[config.mk]
export PLATFORM = sky130hd
export DESIGN_NAME = isotp_tx_segmenter
export DESIGN_NICKNAME = d
export VERILOG_FILES = /design/src/rtl/itxseg_pkg.sv /design/src/rtl/itxseg_in_stage.sv /design/src/rtl/itxseg_core.sv /design/src/rtl/itxseg_out_stage.sv /design/src/rtl/isotp_tx_segmenter.sv
export SDC_FILE = /design/constraint.sdc
export NUM_CORES = 1
export LEC_CHECK = 0
export BUFFER_PORTS_ARGS = -buffer_cell sky130_fd_sc_hd__buf_4
export CAP_MARGIN = 40
export CELL_PAD_IN_SITES_DETAIL_PLACEMENT = 0
export CELL_PAD_IN_SITES_GLOBAL_PLACEMENT = 1
export CORE_MARGIN = 2
export CORE_UTILIZATION = 43
export CTS_CLUSTER_DIAMETER = 120
export CTS_CLUSTER_SIZE = 10
export DETAILED_ROUTE_END_ITERATION = 6
export HOLD_SLACK_MARGIN = 0.1
export MAX_ROUTING_LAYER = met4
export PLACE_DENSITY = 0.86
export SLEW_MARGIN = 30
export SYNTH_ARGS = -nofsm -noshare
export SYNTH_HDL_FRONTEND = slang
export SYNTH_HIERARCHICAL = 1
export SYNTH_SLANG_ARGS = --single-unit
[constraint.sdc]
create_clock -name clk -period 11.15 [get_ports clk]
set_clock_uncertainty 0.05 [all_clocks]
set_input_delay 1.115 -clock clk [delete_from_list [all_inputs] [get_ports clk]]
set_output_delay 1.115 -clock clk [all_outputs]
set_load 0.02 [all_outputs]
[src/rtl/itxseg_pkg.sv]
// Shared types and constants for the ISO-TP transmit segmenter.
package itxseg_pkg;

  // Longest message that is still segmented; longer ones give an error word
  localparam logic [15:0] MAX_MESSAGE_BYTES = 16'd4095;

  // Byte counter saturation value
  localparam logic [15:0] COUNT_SAT = 16'hFFFF;

  // Highest standard (11-bit) identifier
  localparam logic [28:0] STD_ID_MAX = 29'h7FF;

  // Protocol control nibbles
  localparam logic [3:0] PCI_FIRST  = 4'h1;
  localparam logic [3:0] PCI_CONSEC = 4'h2;

  // Frame geometry
  localparam logic [2:0]  FRAME_BYTES       = 3'd7;
  localparam logic [2:0]  FIRST_FRAME_BYTES = 3'd6;
  localparam logic [15:0] SINGLE_MAX_LEN    = 16'd7;
  localparam logic [15:0] FIRST_DATA_LEN    = 16'd6;
  localparam logic [3:0]  DLC_EMPTY         = 4'd1;
  localparam logic [3:0]  DLC_FULL          = 4'd8;
  localparam logic [3:0]  DLC_ERROR         = 4'd0;
  localparam logic [3:0]  SEQ_START         = 4'd1;

  // Per-message mode
  typedef enum logic [1:0] {
    MODE_IDLE,
    MODE_SINGLE,
    MODE_MULTI,
    MODE_DISCARD
  } mode_t;

  // Input word: one message byte with its message context
  typedef struct packed {
    logic [28:0] can_id;
    logic [15:0] message_length;
    logic [7:0]  data_byte;
    logic        has_byte;
  } in_word_t;

  // Result word: one CAN frame or an error marker
  typedef struct packed {
    logic [28:0] frame_id;
    logic        ext_frame;
    logic [3:0]  frame_dlc;
    logic [63:0] frame_payload;
    logic        last_frame;
    logic        length_error;
  } out_word_t;

  // Held input word with its valid flag
  typedef struct packed {
    logic     valid;
    in_word_t word;
  } stage_t;

endpackage

[src/rtl/itxseg_in_stage.sv]
// Input register of the segmenter: holds one accepted word until processed.
module itxseg_in_stage import itxseg_pkg::*; (
  input  logic     clk,
  input  logic     rst_n,
  input  logic     in_valid,
  output logic     in_stall,
  input  in_word_t in_data,
  input  logic     take,
  output stage_t   held
);

  logic     valid_r;
  in_word_t word_r;

  // Stall only while a held word cannot move on
  assign in_stall   = valid_r && !take;
  assign held.valid = valid_r;
  assign held.word  = word_r;

  // Valid flag
  always_ff @(posedge clk) begin
    if (!rst_n) begin
      valid_r <= 1'b0;
    end else if (!valid_r || take) begin
      valid_r <= in_valid;
    end
  end

  // Payload, no reset
  always_ff @(posedge clk) begin
    if ((!valid_r || take) && in_valid) begin
      word_r <= in_data;
    end
  end

endmodule

[src/rtl/itxseg_core.sv]
// Segmentation state machine: per-word frame assembly and PCI generation.
module itxseg_core import itxseg_pkg::*; (
  input  logic      clk,
  input  logic      rst_n,
  input  stage_t    held,
  input  logic      room,
  output logic      take,
  output logic      res_valid,
  output out_word_t res
);

  logic [15:0] bytes_seen_r, bytes_seen_nxt;
  logic [55:0] frame_buf_r, frame_buf_nxt;
  logic [2:0]  fill_r, fill_nxt;
  logic [3:0]  seq_r, seq_nxt;
  mode_t       mode_r, mode_nxt;

  logic        go;
  logic        done;
  logic [15:0] prev_seen;
  logic [15:0] len;

  assign len = held.word.message_length;

  // State registers
  always_ff @(posedge clk) begin
    if (!rst_n) begin
      bytes_seen_r <= '0;
      frame_buf_r  <= '0;
      fill_r       <= '0;
      seq_r        <= SEQ_START;
      mode_r       <= MODE_IDLE;
    end else begin
      bytes_seen_r <= bytes_seen_nxt;
      frame_buf_r  <= frame_buf_nxt;
      fill_r       <= fill_nxt;
      seq_r        <= seq_nxt;
      mode_r       <= mode_nxt;
    end
  end

  // Next state and result for the held word
  always_comb begin
    take           = held.valid && room;
    bytes_seen_nxt = bytes_seen_r;
    frame_buf_nxt  = frame_buf_r;
    fill_nxt       = fill_r;
    seq_nxt        = seq_r;
    mode_nxt       = mode_r;
    go             = 1'b0;
    done           = 1'b0;
    prev_seen      = bytes_seen_r;

    res_valid         = 1'b0;
    res.frame_id      = held.word.can_id;
    res.ext_frame     = (held.word.can_id > STD_ID_MAX);
    res.frame_dlc     = DLC_ERROR;
    res.frame_payload = '0;
    res.last_frame    = 1'b0;
    res.length_error  = 1'b0;

    // Message start, empty message and over-length check
    if (take) begin
      if (mode_r == MODE_IDLE) begin
        if (len == 16'd0) begin
          res_valid      = 1'b1;
          res.frame_dlc  = DLC_EMPTY;
          res.last_frame = 1'b1;
        end else if (held.word.has_byte) begin
          bytes_seen_nxt = '0;
          frame_buf_nxt  = '0;
          fill_nxt       = '0;
          seq_nxt        = SEQ_START;
          if (len > MAX_MESSAGE_BYTES) begin
            res_valid        = 1'b1;
            res.last_frame   = 1'b1;
            res.length_error = 1'b1;
            bytes_seen_nxt   = 16'd1;
            mode_nxt         = (16'd1 >= len) ? MODE_IDLE : MODE_DISCARD;
          end else begin
            mode_nxt = (len <= SINGLE_MAX_LEN) ? MODE_SINGLE : MODE_MULTI;
            go       = 1'b1;
          end
        end
      end else begin
        go = held.word.has_byte;
      end
    end

    // Byte handling
    if (go) begin
      prev_seen = bytes_seen_nxt;
      if (bytes_seen_nxt != COUNT_SAT) begin
        bytes_seen_nxt = bytes_seen_nxt + 16'd1;
      end
      done = (bytes_seen_nxt >= len);

      if (mode_nxt == MODE_DISCARD) begin
        if (done) begin
          mode_nxt       = MODE_IDLE;
          bytes_seen_nxt = '0;
        end
      end else begin
        // place the byte in the next free lane
        if (fill_nxt != FRAME_BYTES) begin
          for (int k = 0; k < 7; k++) begin
            if (fill_nxt == 3'(k)) begin
              frame_buf_nxt[55-8*k -: 8] = frame_buf_nxt[55-8*k -: 8] | held.word.data_byte;
            end
          end
          fill_nxt = fill_nxt + 3'd1;
        end

        if (mode_nxt == MODE_SINGLE) begin
          // single frame
          if (done || fill_nxt == FRAME_BYTES) begin
            res_valid         = 1'b1;
            res.frame_dlc     = {1'b0, fill_nxt} + 4'd1;
            res.frame_payload = {5'd0, fill_nxt, frame_buf_nxt};
            res.last_frame    = 1'b1;
            frame_buf_nxt     = '0;
            fill_nxt          = '0;
            bytes_seen_nxt    = '0;
            mode_nxt          = MODE_IDLE;
          end
        end else if (prev_seen < FIRST_DATA_LEN) begin
          // first frame: 12-bit length and six bytes
          if (fill_nxt >= FIRST_FRAME_BYTES || done) begin
            res_valid         = 1'b1;
            res.frame_dlc     = DLC_FULL;
            res.frame_payload = {PCI_FIRST, len[11:8], len[7:0], frame_buf_nxt[55:8]};
            res.last_frame    = done;
            frame_buf_nxt     = '0;
            fill_nxt          = '0;
            seq_nxt           = SEQ_START;
            if (done) begin
              bytes_seen_nxt = '0;
              mode_nxt       = MODE_IDLE;
            end
          end
        end else if (fill_nxt == FRAME_BYTES || done) begin
          // consecutive frame, sequence number wraps through zero
          res_valid         = 1'b1;
          res.frame_dlc     = {1'b0, fill_nxt} + 4'd1;
          res.frame_payload = {PCI_CONSEC, seq_nxt, frame_buf_nxt};
          res.last_frame    = done;
          frame_buf_nxt     = '0;
          fill_nxt          = '0;
          seq_nxt           = seq_nxt + 4'd1;
          if (done) begin
            bytes_seen_nxt = '0;
            seq_nxt        = SEQ_START;
            mode_nxt       = MODE_IDLE;
          end
        end
      end
    end
  end

endmodule

[src/rtl/itxseg_out_stage.sv]
// Result register of the segmenter: holds a frame word until it is taken.
module itxseg_out_stage import itxseg_pkg::*; (
  input  logic      clk,
  input  logic      rst_n,
  input  logic      res_valid,
  input  out_word_t res,
  output logic      room,
  output logic      out_valid,
  input  logic      out_stall,
  output out_word_t out_data
);

  logic      valid_r;
  out_word_t word_r;

  // Free when empty or being drained this cycle
  assign room      = !valid_r || !out_stall;
  assign out_valid = valid_r;
  assign out_data  = word_r;

  // Valid flag
  always_ff @(posedge clk) begin
    if (!rst_n) begin
      valid_r <= 1'b0;
    end else if (room) begin
      valid_r <= res_valid;
    end
  end

  // Payload, no reset
  always_ff @(posedge clk) begin
    if (room && res_valid) begin
      word_r <= res;
    end
  end

endmodule

[src/rtl/isotp_tx_segmenter.sv]
// ISO-TP transmit segmenter: cuts message bytes into single, first and consecutive frames.
// A frame word is written to the output register in the cycle after its input word is taken.
// Throughput: 1 input word per cycle while the result register has room; the segmentation state updates once per word.
// A word that closes no frame produces nothing; at most one frame word per input word.
// Reset (rst_n low, synchronous): both registers empty, mode idle, counters cleared,
// sequence number back to 1.
module isotp_tx_segmenter import itxseg_pkg::*; (
  input  logic      clk,
  input  logic      rst_n,
  input  logic      in_valid,
  output logic      in_stall,
  input  in_word_t  in_data,
  output logic      out_valid,
  input  logic      out_stall,
  output out_word_t out_data
);

  stage_t    held;
  logic      take;
  logic      room;
  logic      res_valid;
  out_word_t res;

  // Input register
  itxseg_in_stage u_in (
    .clk      (clk),
    .rst_n    (rst_n),
    .in_valid (in_valid),
    .in_stall (in_stall),
    .in_data  (in_data),
    .take     (take),
    .held     (held)
  );

  // Segmentation state and frame build
  itxseg_core u_core (
    .clk       (clk),
    .rst_n     (rst_n),
    .held      (held),
    .room      (room),
    .take      (take),
    .res_valid (res_valid),
    .res       (res)
  );

  // Result register
  itxseg_out_stage u_out (
    .clk       (clk),
    .rst_n     (rst_n),
    .res_valid (res_valid),
    .res       (res),
    .room      (room),
    .out_valid (out_valid),
    .out_stall (out_stall),
    .out_data  (out_data)
  );

  // Input only backs up when the result register is full and blocked
  a_stall_cause: assert property (@(posedge clk) disable iff (!rst_n)
    in_stall |-> (out_valid && out_stall))
    else $error("input stalled without a blocked result word");

  // Error word carries no frame and closes the message
  a_error_word: assert property (@(posedge clk) disable iff (!rst_n)
    (out_valid && out_data.length_error) |->
      (out_data.last_frame && out_data.frame_dlc == DLC_ERROR && out_data.frame_payload == '0))
    else $error("malformed length error word");

  // Real frames have a dlc of 1 to 8
  a_frame_dlc: assert property (@(posedge clk) disable iff (!rst_n)
    (out_valid && !out_data.length_error) |->
      (out_data.frame_dlc >= DLC_EMPTY && out_data.frame_dlc <= DLC_FULL))
    else $error("frame dlc out of range");

  // Extended flag follows the identifier
  a_ext_flag: assert property (@(posedge clk) disable iff (!rst_n)
    out_valid |-> (out_data.ext_frame == (out_data.frame_id > STD_ID_MAX)))
    else $error("extended identifier flag mismatch");

endmodule
# --- Word level (Yosys, flattened, before mapping) ---
# Cells that the tools add are included.
totals:
  in_bits: 58
  reg_bits: 237
  wordCells: 171
  output_inout_bits: 102
op_classes:
  bitwise_logic: 11
  order_cmp: 7
  add_sub_neg: 4
  eq_ne: 11
  muxes: 104
  reduce_logical: 17
ops:
  columns: ["cell", "n"]
  rows:
  - ["56-bit two-way mux", 11]
  - ["69-bit two-way mux", 7]
  - ["16-bit two-way mux", 14]
  - ["8-bit two-way mux", 7]
  - ["8-bit OR", 7]
  - ["4-bit two-way mux", 13]
  - ["3-bit two-way mux", 13]
  - ["2-bit two-way mux", 19]
  - ["29-bit by 11-bit > comparator with 1-bit output, second input constant", 1]
  - ["1-bit two-way mux", 20]
  - ["16-bit by 1-bit adder with 16-bit output, second input constant", 1]
  - ["1-bit by 16-bit >= comparator with 1-bit output, first input constant", 1]
  - ["16-bit >= comparator", 1]
  - ["16-bit by 12-bit > comparator with 1-bit output, second input constant", 1]
  - ["16-bit by 3-bit <= comparator with 1-bit output, second input constant", 1]
  - ["16-bit zero test", 1]
  - ["16-bit by 3-bit < comparator with 1-bit output, second input constant", 1]
  - ["16-bit != test, second input constant", 1]
  - ["3-bit equality test, second input constant", 4]
  - ["3-bit by 2-bit equality test with 1-bit output, second input constant", 2]
  - ["3-bit by 1-bit adder with 4-bit output, second input constant", 1]
  - ["4-bit by 1-bit adder with 4-bit output, second input constant", 1]
  - ["1-bit logical AND", 4]
  - ["1-bit zero test", 4]
  - ["other kinds (12)", 18]

# --- Logic depth before layout (Yosys ltp) ---
depth:
  ltp_word: 18
  depth_mapped: 26
  mapped_depth_nobuf: 23

# --- Modules after synthesis ---
# Netlist, hierarchy kept.
by_module_without_submodules:
  columns: ["mod", "area_per_inst_um2", "instances", "seq_area_each_um2", "cells_per_inst"]
  rows:
  - ["itxseg_core", 6067.1, 1, 1621.6, 773]
  - ["itxseg_out_stage", 3044.2, 1, 3022.9, 105]
  - ["itxseg_in_stage", 1676.6, 1, 1641.6, 59]

# --- Least setup slack after synthesis ---
# OpenSTA, ideal clock, no wires.
synth_path:
  kind: "flip-flop to flip-flop"
  start: "reg u_in.word_r (netlist bit u_in/held[17])"
  end: "reg u_out.word_r (netlist bit u_out/out_data[0]) (enable)"
  setup_slack_ps: 3340
  t_arrival_ps: 7290
  stages_incl_launch_ff: 24
  synth_period_minus_slack_ps: 7810
  n_path_buf: 3
  setup_ps: 470
  t_required_ps: 10630
  cell_sequence: "edfxtp_1 > or4_1 > or4b_1 > buf_2 > o21ai_2 > buf_4 > buf_2 > nand2_1 > inv_1 > ha_1 > nand4_1 > or2_2 > and4_1 > and3_1 > xnor2_1 > ha_1 > nand2_1 > o211ai_1 > nor2_1 > a21oi_1 > nor3_1 > a211o_1 > o2111ai_1 > and2_1"
synth_via:
  elab_chain_len: 17
  word_cells_on_any_way: 53
  cone_classes: "add/sub (2); order compare (6); eq/ne (5); mux (36); reduce/logical (4)"
synth_rtl:
  columns: ["item", "line_no", "rtl"]
  rows:
  - ["start: declaration", "itxseg_in_stage.sv:13", "in_word_t word_r;"]
  - ["start signal: assignment", "itxseg_in_stage.sv:32", "word_r <= in_data;"]
  - ["16-bit by 12-bit > comparator with 1-bit output", "itxseg_core.sv:74", "if (len > MAX_MESSAGE_BYTES) begin"]
  - ["1-bit two-way mux", "itxseg_core.sv:74", null]
  - ["16-bit two-way mux", "itxseg_core.sv:69", "end else if (held.word.has_byte) begin"]
  - ["16-bit two-way mux", "itxseg_core.sv:65", "if (len == 16'd0) begin"]
  - ["16-bit two-way mux", "itxseg_core.sv:64", "if (mode_r == MODE_IDLE) begin"]
  - ["16-bit two-way mux", "itxseg_core.sv:63", "if (take) begin"]
  - ["16-bit by 1-bit adder with 16-bit output or 16-bit != test (tied branches)", "itxseg_core.sv:94, itxseg_core.sv:93", null]
  - ["16-bit two-way mux", "itxseg_core.sv:93", "if (bytes_seen_nxt != COUNT_SAT) begin"]
  - ["(+2 left out)", null, null]
  - ["1-bit logical OR, on equally long branches", "itxseg_core.sv:116, itxseg_core.sv:141, itxseg_core.sv:128", null]
  - ["1-bit two-way mux, on equally long branches", "itxseg_core.sv:116, itxseg_core.sv:141, itxseg_core.sv:128", null]
  - ["1-bit two-way mux", "itxseg_core.sv:126", "end else if (prev_seen < FIRST_DATA_LEN) begin"]
  - ["1-bit two-way mux", "itxseg_core.sv:114", "if (mode_nxt == MODE_SINGLE) begin"]
  - ["1-bit two-way mux", "itxseg_core.sv:98", "if (mode_nxt == MODE_DISCARD) begin"]
  - ["1-bit two-way mux *", "itxseg_core.sv:91", "if (go) begin"]
  - ["named net res_valid", "isotp_tx_segmenter.sv:21", "logic res_valid;"]
  - ["1-bit logical AND *", "itxseg_out_stage.sv:32", "if (room && res_valid) begin"]
  - ["end signal: assignment", "itxseg_out_stage.sv:33", "word_r <= res;"]
  - ["end: declaration", "itxseg_out_stage.sv:14", "out_word_t word_r;"]
# The timed path passes the listed nets; every way through them passes the cells marked *. The select of a mux whose other input is x is not followed.
# A chain may end at the register's enable or synchronous reset.

# --- Worst setup path after layout ---
layout_path:
  start: "reg u_in.word_r (netlist bit u_in/held[22])"
  end: "reg u_out.word_r (netlist bit u_out/out_data[93]) (enable)"
# Same word-level chain as after synthesis.

==> results.toml <==
[run_status]
status = "finished clean"

[finish]
final_cell_mix = "buf_4, edfxtp_1, a21oi_1"
layout_commonest_cell = "buf_4"
drive_above_1_share = 0.209
area_growth_syn_to_layout_pct = 18.3
antenna_cells = 0
fin_util = 0.522
final_nets = 1118
final_cells = 1378

[critical_path]
critical_path_class = "reg -> reg"
path_cells = "nor4_1 > or4b_1 > o21ai_4 > a21oi_1 > inv_1 > ha_1 > nand4_1 > or2_2 > and4_1 > and3_1 > xnor2_1 > ha_1 > nand2_1 > o211ai_1 > a21oi_1 > a21oi_1 > nor3_1 > a211o_1 > o2111ai_1 > and2_4 > buf_4 > buf_16"
r2r_end = "u_out/out_data[93]"
critPathLaunchType = "register"
crit_path_max_incr_delay_ns = 0.70
slowest_stage = "or4b_1"
cp_data_required_time_ns = 11.30
worstPathArrival_ns = 7.78
cp-end-kind = "register"
r2r_start = "u_in/held[22]"
r2r_setup_slack_ns = 3.52
crit_buf_inv = 3
r2r_cells = 22
cp_top_family = "simple AND/OR/NAND/NOR gates"
cp_common_cell = "a21oi_1"
cp_max_fo = 53

[clocking]
htree_levels = 1
clockBufferDepth = 3
hold_buffers = 0
post_cts_resize_count = 0
path_clk_slew_ns = 0.05
cts_inserted_buffers = 27
cts_tree = "built"
cts_setup_buffers = 0
clock_latency_ns = 0.52
cts_sinks = 237
clockRootBuffer = "clkbuf_16"

[detailed_routing]
wl_per_cell_microns = 20.4
dr.pass1.iters = 5
drt_iter0_drc = 961
wl_microns = 28200
viasPerCell = 5.90
ant_nets = 0
drc = 0
vias = 8134

[logic_synthesis]
yosys.area_share.simple = 0.0994
synth.area.mux_share = 0.00383
synth_top_family_by_area = "compound AO/OA/AOI/OAI gates"
yosys-top-cells-area = "edfxtp_1, dfxtp_1, a22o_1"
synth_adder_area_share = 0.0278
netlist.top_cell.by_area = "edfxtp_1"
yosysUniqueCellTypes = 61
syn_area_sq_um = 10800
synth-xor-area-share = 0.0114
yosysTopAreaCellShare = 0.429
synth-compound-area-share = 0.213
synthArstFlopShare = 0
synth_cells = 937
ys.flop_type = "edfxtp_1"
synth-edff-count = 154
yosysWarnings = 6
synth-seq-cells = 237
avgSynthCellArea_sq_um = 11.5
ys_seq_area_frac = 0.583

[pwr]
leakage_nw = 4.83
p_per_area_nw_per_um2 = 149
peakVddDrop_uv = 110

[timing]
fin_tns_setup_ns = 0
finalSetupViolations = 0
hold_viol_final = 0
min_period_ns = 7.63
relSlewSlack = 0.435
final.period_utilization = 0.684
worst_pin_slew_ns = 0.841
fmax_mhz = 131
final_max_slew_viol_count = 0
rsz0062_at_grt = "no"

[floorplan]
core_area_sq_um = 24500
start_util = 0.441
dieArea_sq_um = 26400
io_pins = 160
die_w_microns = 162
die_h_microns = 162
fp-row-count = 57

[placed_design]
io_buffers = 159
hpwl_microns = 18400
placedCellCount = 1329
place.gp.congestion = 0.909

[grt]
grt_pass1_vias = 7639
grt_pass1_wl_microns = 43200
overflow = 0
antenna_found_initial = 0
grt_usage = 0.213
grt_max_degree = 74

[worst_hold_path]
min_path_cells = 0
hold_class = "reg -> reg"
hp-start = "u_in/held[34]"
hold_end = "u_out/out_data[80]"

[flow_run]
max_cap_violations = 0
==> layout make-up <==
cell class / count / area (sq um)
timing repair buffer: 173 / 1340
sequential: 237 / 6290
clock buffer: 46 / 747
multi-input combinational: 572 / 3880
fill: 2108 / 11700
tap: 324 / 405
inverter: 25 / 93.8
clock inverter: 1 / 5.00
==> worst max-delay path by stage <==
stage | startpoint | end | slack [ns] | cells after the start
2_1_floorplan | u_in/held[17] | u_out/out_data[0] | 3.34 | 23
4_1_cts | u_in/held[22] | u_out/out_data[43] | 3.48 | 21
3_3_place_gp | out_stall | u_out/out_data[0] | 3.66 | 23
3_5_place_dp | out_stall | u_out/out_data[58] | 3.47 | 23
5_1_grt | u_in/held[22] | u_out/out_data[43] | 3.02 | 22
6_report | u_in/held[22] | u_out/out_data[93] | 3.52 | 22
==> cell families (layout without fill, tap and decap cells) <==
group | after synthesis | in the layout
compound gates | 321 | 321
xor+xnor | 14 | 14
fa+ha+maj | 24 | 24
buf+inv | 129 | 245
flops | 237 | 237
mux | 4 | 4
other cells | 1 | 2
simple gates | 207 | 207
==> synth_stat cells (all sizes together) (11+ instances only) <==
library cell,count
a211oi,17
a21oi,96
a22o,85
a22oi,40
and2,13
and3,24
buf,63
clkbuf,41
dfxtp,83
edfxtp,154
ha,24
inv,25
nand2,49
nand3,22
nand4,11
nor2,43
nor3,12
o21ai,19
==> through the flow <==
| stage | instance area [sq um] | hold WS, ns | setup WS [ns] | power, mW |
|---|---|---|---|---|
| floorplan | 10800 | 0.392 | 3.34 | 1.08 |
| global placement | 11900 | 0.352 | 3.66 | 1.14 |
| detailed placement | 12000 | 0.357 | 3.47 | 1.14 |
| CTS | 12700 | 0.370 | 3.48 | 1.91 |
| global route | 12800 | 0.387 | 3.02 | 1.96 |
| finish | 12800 | 0.369 | 3.52 | 1.90 |
==> state kept, by name, summed over array words and instances, names as in the netlist <==
signal and count:
u_out/out_valid 1, u_in/valid_r 1, u_core/fill_r 3, u_in/held 54, u_core/mode_r 2, u_core/seq_r 4, u_core/frame_buf_r 56, u_out/out_data 100
u_core/bytes_seen_r 16
==> power by group <==
part           switching [mW]  internal (mW)  leakage [nW]
logic                  0.0880         0.0482          2.35
registers              0.0205          0.967          2.12
clock network           0.327          0.449         0.359
total                   0.436           1.46          4.83
==> metal layers <==
| layer | up-vias | global-route usage | share of wire |
|---|---|---|---|
| li1 | 3762 | - | - |
| met1 | 3968 | 0.309 | 0.45 |
| met2 | 361 | 0.317 | 0.45 |
| met3 | 43 | 0.0272 | 0.076 |
| met4 | 0 | 0.0543 | 0.020 |
| met5 | - | - | 0 |
(Power assumes the default switching activity.)
